**config.mk**
```make
export PLATFORM = sky130hd
export DESIGN_NAME = token_classifier_indexer
export DESIGN_NICKNAME = d
export VERILOG_FILES = /design/src/rtl/core/tci_pkg.sv /design/src/rtl/core/tci_front.sv /design/src/rtl/core/tci_queue.sv /design/src/rtl/core/tci_back.sv /design/src/rtl/core/token_classifier_indexer.sv
export SDC_FILE = /design/constraint.sdc
export NUM_CORES = 1
export LEC_CHECK = 0
export ABC_AREA = 1
export BUFFER_PORTS_ARGS = -buffer_cell sky130_fd_sc_hd__buf_2
export CAP_MARGIN = 15
export CORE_UTILIZATION = 40
export CTS_CLUSTER_SIZE = 25
export DETAILED_ROUTE_END_ITERATION = 16
export PLACE_DENSITY = 0.59
export SKIP_LAST_GASP = 1
export SLEW_MARGIN = 5
export SYNTH_ARGS = -nofsm -noshare
export SYNTH_HDL_FRONTEND = slang
export SYNTH_SLANG_ARGS = --single-unit
```
**constraint.sdc**
```tcl
create_clock -name clk -period 10.4 [get_ports clk]
set_input_delay 1.56 -clock clk [delete_from_list [all_inputs] [get_ports clk]]
set_output_delay 1.56 -clock clk [all_outputs]
set_load 0.01 [all_outputs]
```
**src/rtl/core/tci_pkg.sv**
```systemverilog
// Shared types, constants and scanner functions for the token classifier and indexer.
// Used by every module under rtl/core; depends on nothing else.
package tci_pkg;

	localparam int IndexBits = 10;
	localparam int CfgBits = 10;
	localparam int CfgIdxBits = 2;
	localparam logic [IndexBits-1:0] IndexMax = {IndexBits{1'b1}};

	localparam logic [CfgIdxBits-1:0] CfgIdBase = 2'd0;
	localparam logic [CfgIdxBits-1:0] CfgIntBase = 2'd1;
	localparam logic [CfgIdxBits-1:0] CfgDecBase = 2'd2;
	localparam logic [CfgIdxBits-1:0] CfgExpBase = 2'd3;

	localparam logic [CfgBits-1:0] IdBaseReset = 10'd0;
	localparam logic [CfgBits-1:0] IntBaseReset = 10'd201;
	localparam logic [CfgBits-1:0] DecBaseReset = 10'd301;
	localparam logic [CfgBits-1:0] ExpBaseReset = 10'd401;

	localparam logic [IndexBits-1:0] CodeNone = IndexBits'(0);
	localparam logic [IndexBits-1:0] CodeAnd = IndexBits'(501);
	localparam logic [IndexBits-1:0] CodeOr = IndexBits'(502);
	localparam logic [IndexBits-1:0] CodeGt = IndexBits'(503);
	localparam logic [IndexBits-1:0] CodeLt = IndexBits'(504);
	localparam logic [IndexBits-1:0] CodeGe = IndexBits'(505);
	localparam logic [IndexBits-1:0] CodeLe = IndexBits'(506);
	localparam logic [IndexBits-1:0] CodeNe = IndexBits'(507);
	localparam logic [IndexBits-1:0] CodeEq = IndexBits'(508);
	localparam logic [IndexBits-1:0] CodeMul = IndexBits'(510);
	localparam logic [IndexBits-1:0] CodeDiv = IndexBits'(511);
	localparam logic [IndexBits-1:0] CodeAdd = IndexBits'(512);
	localparam logic [IndexBits-1:0] CodeSub = IndexBits'(513);
	localparam logic [IndexBits-1:0] CodeComma = IndexBits'(515);
	localparam logic [IndexBits-1:0] CodeSemi = IndexBits'(516);
	localparam logic [IndexBits-1:0] CodeInt = IndexBits'(517);
	localparam logic [IndexBits-1:0] CodeFloat = IndexBits'(518);
	localparam logic [IndexBits-1:0] CodeAssign = IndexBits'(800);

	localparam logic [2:0] CountMax = 3'd7;

	typedef enum logic [4:0] {
		ST_START, ST_IDENT, ST_REL1, ST_REL2, ST_MUL, ST_AMP, ST_AMP2,
		ST_BAR, ST_BAR2, ST_SIGN, ST_INT, ST_DOT, ST_DEC, ST_E, ST_ESIGN,
		ST_EXP, ST_SEP, ST_DEAD
	} scan_state_t;

	typedef enum logic [3:0] {
		CLS_ERROR = 4'd0, CLS_ID = 4'd1, CLS_RESERVED = 4'd2, CLS_RELOP = 4'd3,
		CLS_ASSIGN = 4'd4, CLS_LOGIC = 4'd5, CLS_ARITH = 4'd6, CLS_INT = 4'd7,
		CLS_DEC = 4'd8, CLS_EXP = 4'd9, CLS_SEP = 4'd10
	} token_class_t;

	typedef enum logic [2:0] {
		CTR_NONE, CTR_ID, CTR_INT, CTR_DEC, CTR_EXP
	} ctr_sel_t;

	typedef struct packed {
		token_class_t cls;
		logic [IndexBits-1:0] code;
		ctr_sel_t ctr;
	} tci_rec_t;

	function automatic logic is_digit(input logic [7:0] c);
		return (c >= "0") && (c <= "9");
	endfunction

	function automatic logic is_alpha(input logic [7:0] c);
		return ((c >= "a") && (c <= "z")) || ((c >= "A") && (c <= "Z"));
	endfunction

	function automatic logic [7:0] int_char(input logic [2:0] pos);
		logic [7:0] r;
		unique case (pos)
			3'd0: r = "i";
			3'd1: r = "n";
			default: r = "t";
		endcase
		return r;
	endfunction

	function automatic logic [7:0] float_char(input logic [2:0] pos);
		logic [7:0] r;
		unique case (pos)
			3'd0: r = "f";
			3'd1: r = "l";
			3'd2: r = "o";
			3'd3: r = "a";
			default: r = "t";
		endcase
		return r;
	endfunction

	function automatic scan_state_t next_state(input scan_state_t s, input logic [7:0] c);
		scan_state_t n;
		n = ST_DEAD;
		unique case (s)
			ST_START: begin
				if (is_alpha(c)) n = ST_IDENT;
				else if (c == "<" || c == ">" || c == "=" || c == "!") n = ST_REL1;
				else if (c == "*" || c == "/") n = ST_MUL;
				else if (c == "&") n = ST_AMP;
				else if (c == "|") n = ST_BAR;
				else if (c == "+" || c == "-") n = ST_SIGN;
				else if (is_digit(c)) n = ST_INT;
				else if (c == ";" || c == ",") n = ST_SEP;
			end
			ST_IDENT: if (is_alpha(c) || is_digit(c)) n = ST_IDENT;
			ST_REL1: if (c == "=") n = ST_REL2;
			ST_AMP: if (c == "&") n = ST_AMP2;
			ST_BAR: if (c == "|") n = ST_BAR2;
			ST_SIGN: if (is_digit(c)) n = ST_INT;
			ST_INT: begin
				if (is_digit(c)) n = ST_INT;
				else if (c == ".") n = ST_DOT;
				else if (c == "e" || c == "E") n = ST_E;
			end
			ST_DOT: if (is_digit(c)) n = ST_DEC;
			ST_DEC: begin
				if (is_digit(c)) n = ST_DEC;
				else if (c == "e" || c == "E") n = ST_E;
			end
			ST_E: begin
				if (c == "+" || c == "-") n = ST_ESIGN;
				else if (is_digit(c)) n = ST_EXP;
			end
			ST_ESIGN: if (is_digit(c)) n = ST_EXP;
			ST_EXP: if (is_digit(c)) n = ST_EXP;
			default: n = ST_DEAD;
		endcase
		return n;
	endfunction

endpackage

```
**src/rtl/core/tci_front.sv**
```systemverilog
// Front end: accepts characters, runs the scanner automaton and classifies each token.
// On the last character it pushes one token record into the queue. Depends on tci_pkg.
module tci_front (
	input  logic                clk,
	input  logic                arst_n,
	input  logic                in_valid,
	output logic                in_ready,
	input  logic [7:0]          char_code,
	input  logic                is_last,
	input  logic                q_ready,
	output logic                q_valid,
	output tci_pkg::tci_rec_t   q_rec
);
	import tci_pkg::*;

	scan_state_t scan_q;
	logic [7:0] first_q;
	logic [2:0] count_q;
	logic [1:0] match_q;

	scan_state_t scan_nx;
	logic [7:0] first_nx;
	logic [2:0] count_nx;
	logic [1:0] match_nx;
	logic [1:0] prev_m;
	logic take;

	assign in_ready = q_ready;
	assign take = in_valid && in_ready;

	always_comb begin
		prev_m = (count_q == 3'd0) ? 2'b11 : match_q;
		first_nx = (count_q == 3'd0) ? char_code : first_q;
		match_nx[0] = prev_m[0] && (count_q < 3'd3) && (char_code == int_char(count_q));
		match_nx[1] = prev_m[1] && (count_q < 3'd5) && (char_code == float_char(count_q));
		count_nx = (count_q < CountMax) ? count_q + 3'd1 : count_q;
		scan_nx = next_state((count_q == 3'd0) ? ST_START : scan_q, char_code);
	end

	always_comb begin
		q_rec.cls = CLS_ERROR;
		q_rec.code = CodeNone;
		q_rec.ctr = CTR_NONE;
		unique case (scan_nx)
			ST_IDENT: begin
				if (match_nx[0] && count_nx == 3'd3) begin
					q_rec.cls = CLS_RESERVED;
					q_rec.code = CodeInt;
				end else if (match_nx[1] && count_nx == 3'd5) begin
					q_rec.cls = CLS_RESERVED;
					q_rec.code = CodeFloat;
				end else begin
					q_rec.cls = CLS_ID;
					q_rec.ctr = CTR_ID;
				end
			end
			ST_REL1: begin
				if (first_nx == "!") begin
					q_rec.cls = CLS_LOGIC;
				end else if (first_nx == "=") begin
					q_rec.cls = CLS_ASSIGN;
					q_rec.code = CodeAssign;
				end else begin
					q_rec.cls = CLS_RELOP;
					q_rec.code = (first_nx == ">") ? CodeGt : CodeLt;
				end
			end
			ST_REL2: begin
				q_rec.cls = CLS_RELOP;
				if (first_nx == ">") q_rec.code = CodeGe;
				else if (first_nx == "<") q_rec.code = CodeLe;
				else if (first_nx == "!") q_rec.code = CodeNe;
				else q_rec.code = CodeEq;
			end
			ST_MUL: begin
				q_rec.cls = CLS_ARITH;
				q_rec.code = (first_nx == "*") ? CodeMul : CodeDiv;
			end
			ST_SIGN: begin
				q_rec.cls = CLS_ARITH;
				q_rec.code = (first_nx == "+") ? CodeAdd : CodeSub;
			end
			ST_AMP2: begin
				q_rec.cls = CLS_LOGIC;
				q_rec.code = CodeAnd;
			end
			ST_BAR2: begin
				q_rec.cls = CLS_LOGIC;
				q_rec.code = CodeOr;
			end
			ST_INT: begin
				q_rec.cls = CLS_INT;
				q_rec.ctr = CTR_INT;
			end
			ST_DEC: begin
				q_rec.cls = CLS_DEC;
				q_rec.ctr = CTR_DEC;
			end
			ST_EXP: begin
				q_rec.cls = CLS_EXP;
				q_rec.ctr = CTR_EXP;
			end
			ST_SEP: begin
				q_rec.cls = CLS_SEP;
				q_rec.code = (first_nx == ",") ? CodeComma : CodeSemi;
			end
			default: begin
				q_rec.cls = CLS_ERROR;
			end
		endcase
	end

	assign q_valid = take && is_last;

	always_ff @(posedge clk or negedge arst_n) begin
		if (!arst_n) begin
			scan_q <= ST_START;
			first_q <= 8'd0;
			count_q <= 3'd0;
			match_q <= 2'b00;
		end else if (take) begin
			first_q <= first_nx;
			if (is_last) begin
				scan_q <= ST_START;
				count_q <= 3'd0;
				match_q <= 2'b00;
			end else begin
				scan_q <= scan_nx;
				count_q <= count_nx;
				match_q <= match_nx;
			end
		end
	end

endmodule

```
**src/rtl/core/tci_queue.sv**
```systemverilog
// Two-entry queue of token records between the front end and the back end.
// Depends on tci_pkg for the record type.
module tci_queue (
	input  logic                clk,
	input  logic                arst_n,
	input  logic                push_valid,
	output logic                push_ready,
	input  tci_pkg::tci_rec_t   push_rec,
	output logic                pop_valid,
	input  logic                pop_ready,
	output tci_pkg::tci_rec_t   pop_rec
);
	import tci_pkg::*;

	tci_rec_t mem_q [2];
	logic wr_ptr_q;
	logic rd_ptr_q;
	logic [1:0] count_q;
	logic push;
	logic pop;

	assign push_ready = (count_q != 2'd2);
	assign pop_valid = (count_q != 2'd0);
	assign pop_rec = mem_q[rd_ptr_q];
	assign push = push_valid && push_ready;
	assign pop = pop_valid && pop_ready;

	always_ff @(posedge clk) begin
		if (push) begin
			mem_q[wr_ptr_q] <= push_rec;
		end
	end

	always_ff @(posedge clk or negedge arst_n) begin
		if (!arst_n) begin
			wr_ptr_q <= 1'b0;
			rd_ptr_q <= 1'b0;
			count_q <= 2'd0;
		end else begin
			if (push) wr_ptr_q <= ~wr_ptr_q;
			if (pop) rd_ptr_q <= ~rd_ptr_q;
			if (push && !pop) count_q <= count_q + 2'd1;
			else if (pop && !push) count_q <= count_q - 2'd1;
		end
	end

`ifndef SYNTHESIS
	assert property (@(posedge clk) disable iff (!arst_n) count_q != 2'd3)
		else $error("Queue occupancy exceeds its depth.");
	assert property (@(posedge clk) disable iff (!arst_n)
		(count_q == 2'd0 || count_q == 2'd2) |-> (wr_ptr_q == rd_ptr_q))
		else $error("Queue pointers disagree with occupancy.");
	assert property (@(posedge clk) disable iff (!arst_n)
		(push && !pop) |=> (count_q == $past(count_q) + 2'd1))
		else $error("Queue lost a transfer.");
`endif

endmodule

```
**src/rtl/core/tci_back.sv**
```systemverilog
// Back end: holds the base registers and running counters, assigns indices and
// drives the output register. Depends on tci_pkg.
module tci_back (
	input  logic                               clk,
	input  logic                               arst_n,
	input  logic                               cfg_we,
	input  logic [tci_pkg::CfgIdxBits-1:0]     cfg_index,
	input  logic [tci_pkg::CfgBits-1:0]        cfg_wdata,
	input  logic                               q_valid,
	output logic                               q_ready,
	input  tci_pkg::tci_rec_t                  q_rec,
	output logic                               out_valid,
	input  logic                               out_ready,
	output logic [3:0]                         token_class,
	output logic [tci_pkg::IndexBits-1:0]      index_code
);
	import tci_pkg::*;

	logic [CfgBits-1:0] id_base_q, int_base_q, dec_base_q, exp_base_q;
	logic [IndexBits-1:0] id_off_q, int_off_q, dec_off_q, exp_off_q;
	logic out_valid_q;
	token_class_t cls_q;
	logic [IndexBits-1:0] idx_q;

	logic pop;
	logic [CfgBits-1:0] base_sel;
	logic [IndexBits-1:0] off_sel;
	logic [IndexBits:0] sum;
	logic [IndexBits-1:0] idx_nx;
	logic bump;

	assign q_ready = !out_valid_q || out_ready;
	assign pop = q_valid && q_ready;
	assign out_valid = out_valid_q;
	assign token_class = cls_q;
	assign index_code = idx_q;

	always_comb begin
		base_sel = id_base_q;
		off_sel = id_off_q;
		unique case (q_rec.ctr)
			CTR_INT: begin
				base_sel = int_base_q;
				off_sel = int_off_q;
			end
			CTR_DEC: begin
				base_sel = dec_base_q;
				off_sel = dec_off_q;
			end
			CTR_EXP: begin
				base_sel = exp_base_q;
				off_sel = exp_off_q;
			end
			default: begin
				base_sel = id_base_q;
				off_sel = id_off_q;
			end
		endcase
		sum = (IndexBits+1)'(base_sel) + {1'b0, off_sel};
		if (q_rec.ctr == CTR_NONE) idx_nx = q_rec.code;
		else if (sum > {1'b0, IndexMax}) idx_nx = IndexMax;
		else idx_nx = sum[IndexBits-1:0];
		bump = pop && (off_sel != IndexMax);
	end

	always_ff @(posedge clk or negedge arst_n) begin
		if (!arst_n) begin
			id_base_q <= IdBaseReset;
			int_base_q <= IntBaseReset;
			dec_base_q <= DecBaseReset;
			exp_base_q <= ExpBaseReset;
		end else if (cfg_we) begin
			unique case (cfg_index)
				CfgIdBase: id_base_q <= cfg_wdata;
				CfgIntBase: int_base_q <= cfg_wdata;
				CfgDecBase: dec_base_q <= cfg_wdata;
				default: exp_base_q <= cfg_wdata;
			endcase
		end
	end

	always_ff @(posedge clk or negedge arst_n) begin
		if (!arst_n) begin
			id_off_q <= '0;
			int_off_q <= '0;
			dec_off_q <= '0;
			exp_off_q <= '0;
		end else if (bump) begin
			unique case (q_rec.ctr)
				CTR_ID: id_off_q <= id_off_q + IndexBits'(1);
				CTR_INT: int_off_q <= int_off_q + IndexBits'(1);
				CTR_DEC: dec_off_q <= dec_off_q + IndexBits'(1);
				CTR_EXP: exp_off_q <= exp_off_q + IndexBits'(1);
				default: ;
			endcase
		end
	end

	always_ff @(posedge clk or negedge arst_n) begin
		if (!arst_n) begin
			out_valid_q <= 1'b0;
		end else if (q_ready) begin
			out_valid_q <= q_valid;
		end
	end

	always_ff @(posedge clk) begin
		if (pop) begin
			cls_q <= q_rec.cls;
			idx_q <= idx_nx;
		end
	end

`ifndef SYNTHESIS
	assert property (@(posedge clk) disable iff (!arst_n)
		(out_valid && token_class == CLS_ERROR) |-> (index_code == CodeNone))
		else $error("Error token carries a nonzero index.");
	assert property (@(posedge clk) disable iff (!arst_n)
		(out_valid && token_class == CLS_RESERVED) |->
		(index_code == CodeInt || index_code == CodeFloat))
		else $error("Reserved word carries a wrong code.");
	assert property (@(posedge clk) disable iff (!arst_n)
		(out_valid && !out_ready) |=> (out_valid && $stable(index_code)))
		else $error("Stalled result changed.");
	assert property (@(posedge clk) disable iff (!arst_n)
		(pop && q_rec.ctr == CTR_NONE) |=> $stable(id_off_q))
		else $error("Identifier counter moved on a fixed-code token.");
`endif

endmodule

```
**src/rtl/core/token_classifier_indexer.sv**
```systemverilog
// Token classifier and indexer. Characters of a whitespace-free token arrive one per
// transfer, with is_last on the final one; that transfer yields one result with the token
// class and its index code. A character is taken every cycle while the two-entry record
// queue has room; the token's record passes through the queue and then the output register.
// Identifiers and numbers draw indices from counters that start at the base registers.
// Base registers should be written only while no token is in flight.
module token_classifier_indexer (
	input  logic                               clk,
	input  logic                               arst_n,
	input  logic                               cfg_we,
	input  logic [tci_pkg::CfgIdxBits-1:0]     cfg_index,
	input  logic [tci_pkg::CfgBits-1:0]        cfg_wdata,
	input  logic                               in_valid,
	output logic                               in_ready,
	input  logic [7:0]                         char_code,
	input  logic                               is_last,
	output logic                               out_valid,
	input  logic                               out_ready,
	output logic [3:0]                         token_class,
	output logic [tci_pkg::IndexBits-1:0]      index_code
);
	import tci_pkg::*;

	logic f_valid, f_ready;
	tci_rec_t f_rec;
	logic b_valid, b_ready;
	tci_rec_t b_rec;

	tci_front u_front (
		.clk       (clk),
		.arst_n    (arst_n),
		.in_valid  (in_valid),
		.in_ready  (in_ready),
		.char_code (char_code),
		.is_last   (is_last),
		.q_ready   (f_ready),
		.q_valid   (f_valid),
		.q_rec     (f_rec)
	);

	tci_queue u_queue (
		.clk        (clk),
		.arst_n     (arst_n),
		.push_valid (f_valid),
		.push_ready (f_ready),
		.push_rec   (f_rec),
		.pop_valid  (b_valid),
		.pop_ready  (b_ready),
		.pop_rec    (b_rec)
	);

	tci_back u_back (
		.clk         (clk),
		.arst_n      (arst_n),
		.cfg_we      (cfg_we),
		.cfg_index   (cfg_index),
		.cfg_wdata   (cfg_wdata),
		.q_valid     (b_valid),
		.q_ready     (b_ready),
		.q_rec       (b_rec),
		.out_valid   (out_valid),
		.out_ready   (out_ready),
		.token_class (token_class),
		.index_code  (index_code)
	);

endmodule
```
==> metrics <==
largest net degree at the start of global routing=61; PwrDens=270 nW/um2; Placed Area=9430 um2; fmax=224 MHz; DPL Wire Length=16000 um; number of synthesized flops with an enable pin=42; Cell Rows=54; Worst slew margin=38.5%; sequential-to-total area share from yosys stat=42.7%; die area=23200 um2; Crit. End Element=flip-flop; Routed wire per std cell=14.7 um; CTS resizes=0; RD Place Congestion=0.890; clock-pin slew on the worst setup and hold paths=70 ps; Max-cap violations=0; core area=22000 um2; postcts setup bufs=0; Clock Tree Buf Depth=2; Post-synth top flop=dfrtp_1; routed vias=7795; Remaining DRCs=2; Yosys warning total=0; Syn Nets=1229; TritonCTS clock tree=yes; CTS sink cnt=145; HP Class=flip-flop to flip-flop; Post-Syn Area=9040 um2; Post-DRT Antenna Nets=0; Worst EP required=10520 ps; dominant cell type by area after synthesis=dfrtp_1; DIE HEIGHT=152 um; FF+latch count, synth=145; P&R area growth vs syn=11.4%; multi-input logic area=4440 um2; Root Buffer=clkbuf_16; failing checks=design-rule violations; WP data arrival=4580 ps; synthesized area per cell=7.64 um2; Setup CP Type=flip-flop to flip-flop; total track usage=20.0%; share of cells above drive strength 1=11.1%; Synth area leaders=dfrtp_1 (25%), nand2_1 (14%), edfxtp_1 (14%), inv_1 (5.5%), o21ai_0 (4.7%); final worst-path cycle share=42.9%; chip width=152 um; Pre-antenna DRT Iters=13; Sequential Area=3850 um2; I/O Pins=42; total grt overflow=0; Design Area, Final=10100 um2; RSZ-0062 raised after global routing=no; CTS Buf Count=17; Final Core Density=45.9%; vias per cell=5.19; Synth top area share=24.9%; starting density of the core=41.2%; Leak=4.83 nW; Worst Path Max Fanout=27; Worst setup SP type=flip-flop; Worst-Margin Slew=916 ps; filler instances=2160; final setup TNS=0 ps; Post-Syn Instances=1182; Hold Buf Count CTS=0; Hold Fails Final Rpt=0; ys async rst share=71.0%; FF-to-FF setup slack=5940 ps; H-Tree Depth=4; outcome=complete, but fails checks; Netlist cell types=46; first-pass GRT wire length=37100 um; Setup Skew=7.59 ps; initial antenna violation count=0; Final Slew Violations=0; Final Setup Violations=0; diodes inserted=0; Post-Route WL=22100 um; Tmin final=4460 ps; PortBufs=41; Layout Nets=1255; Peak supply drop=0.000143 V; 1st-iter DRT viols=532; Worst-Skew Late Latency=430 ps; vias in the first global route=7324
## cells in the final DEF (no fill, tap or decap), types with 6 or more instances in the layout
master / Yosys / layout
nand2_1: 342 / 342
a22oi_1: 11 / 11
inv_1: 133 / 133
edfxtp_1: 42 / 42
nand3_1: 50 / 50
xor2_1: 39 / 39
a21oi_1: 37 / 36
o21ai_0: 84 / 84
nor3_1: 25 / 25
dfstp_2: 13 / 13
clkbuf_16: 0 / 17
ha_1: 20 / 20
nor4_1: 7 / 7
nand4_1: 60 / 60
xnor2_1: 8 / 8
o22ai_1: 11 / 11
buf_2: 5 / 40
inv_2: 7 / 7
nor2_2: 9 / 9
dfrtp_1: 90 / 90
o21ai_1: 8 / 8
a31oi_1: 6 / 6
nor2_1: 99 / 99
## Yosys cell counts (2+ instances only)
cell type    n
o21ai_1      8
o22ai_1     11
clkbuf_1    15
nand4_1     60
mux2i_1      4
edfxtp_1    42
xnor2_1      8
or2_2        2
a21o_1       2
buf_6        7
a21oi_1     37
nor2_2       9
nand3_4      5
xor2_1      39
o21ai_0     84
ha_1        20
inv_1      133
nand3_1     50
inv_2        7
dfstp_2     13
a21oi_2      2
a22oi_1     11
nor2_4       5
dfrtp_1     90
o211ai_1     3
nand2_4      5
nor4_1       7
a31oi_1      6
nor3_1      25
buf_1        9
buf_2        5
nor2_1      99
nand2_1    342
nand2_2      5
## flip-flops by register name (all words and copies together), names as in the netlist
register and flops:
u_queue.mem_q 28, u_back.int_base_q 10, u_queue.rd_ptr_q 1, u_back.dec_off_q 10, u_front.match_q 2, u_front.count_q 3
u_front.scan_q 5, u_queue.wr_ptr_q 1, u_back.index_code 10, u_back.token_class 4, u_back.exp_base_q 10, u_queue.count_q 2
u_back.id_off_q 10, u_back.dec_base_q 10, u_back.int_off_q 10, u_back.exp_off_q 10, u_back.out_valid 1, u_back.id_base_q 10
u_front.first_q 8
## worst max-delay path: stages, from the launching register on
cell	delay (ps)
dfrtp_1	770
nand2_1	150
nand2_2	190
inv_1	110
nor2_4	590
nand2_1	110
a31oi_1	220
ha_1	310
a21oi_1	200
o21ai_0	110
nor2_1	180
o21ai_0	150
a21oi_1	150
nor2_1	60
nor3_1	700
a22oi_1	140
## cell families after synthesis
logic type,after synthesis,share of synthesized area [%]
AND/OR/NAND/NOR,617,30.8
buffers and inverters,179,8.28
AO/OA/AOI/OAI,169,10.3
flip-flops,145,42.7
XOR/XNOR,47,4.56
adder cells (fa/ha/maj),21,2.99
multiplexers,4,0.443
## area by class of cell
cell class                      instances  share of cell area [%]
Multi-Input combinational cell        858                    44.1
Clock inverter                         15                    2.15
Clock buffer                           17                    4.23
Inverter                              141                    5.28
Sequential cell                       145                    38.3
Timing Repair Buffer                   45                    2.44
Tap cell                              280                    3.48
## report_power, final
| part | switching, W | leakage, nW | internal, W | total, W |
|---|---|---|---|---|
| Combinational | 0.000801 | 2.81 | 0.000386 | 0.00119 |
| Sequential | 0.000102 | 1.71 | 0.000776 | 0.000878 |
| Clock | 0.000267 | 0.311 | 0.000390 | 0.000657 |
## per-stage QoR
step | total power [W] | hold WS [ps] | setup WS (ps) | std cells
finish | 0.00272 | 477 | 5940 | 1501
floorplan | 0.00177 | 442 | 6870 | 1182
global route | 0.00294 | 495 | 5400 | 1501
CTS | 0.00274 | 478 | 5930 | 1501
detailed placement | 0.00207 | 464 | 5930 | 1469
global placement | 0.00205 | 454 | 6100 | 1467
## per-layer routing
metal	wire length, um	vias to the layer above	GRT usage (%)	part of all wire [%]
met5	0	-	0	0
met4	563	0	7.34	2.6
met3	715	38	3.01	3.2
met2	10700	170	33.5	48
met1	10100	3623	26.0	46
li1	-	3964	-	-
## final timing paths
kind,end,cells past startpoint,start
worst max-delay path,u_back.index_code[0],15,u_queue.rd_ptr_q
worst min-delay path,u_queue.count_q[0],1,u_queue.count_q[0]
worst max register to register,u_back.index_code[0],15,u_queue.rd_ptr_q
worst min register to register,u_queue.count_q[0],1,u_queue.count_q[0]
max in group asynchronous,u_back.id_off_q[7],2,arst_n
min in group asynchronous,u_back.exp_off_q[8],1,arst_n
No activity file was read; power rests on OpenSTA's default activity.
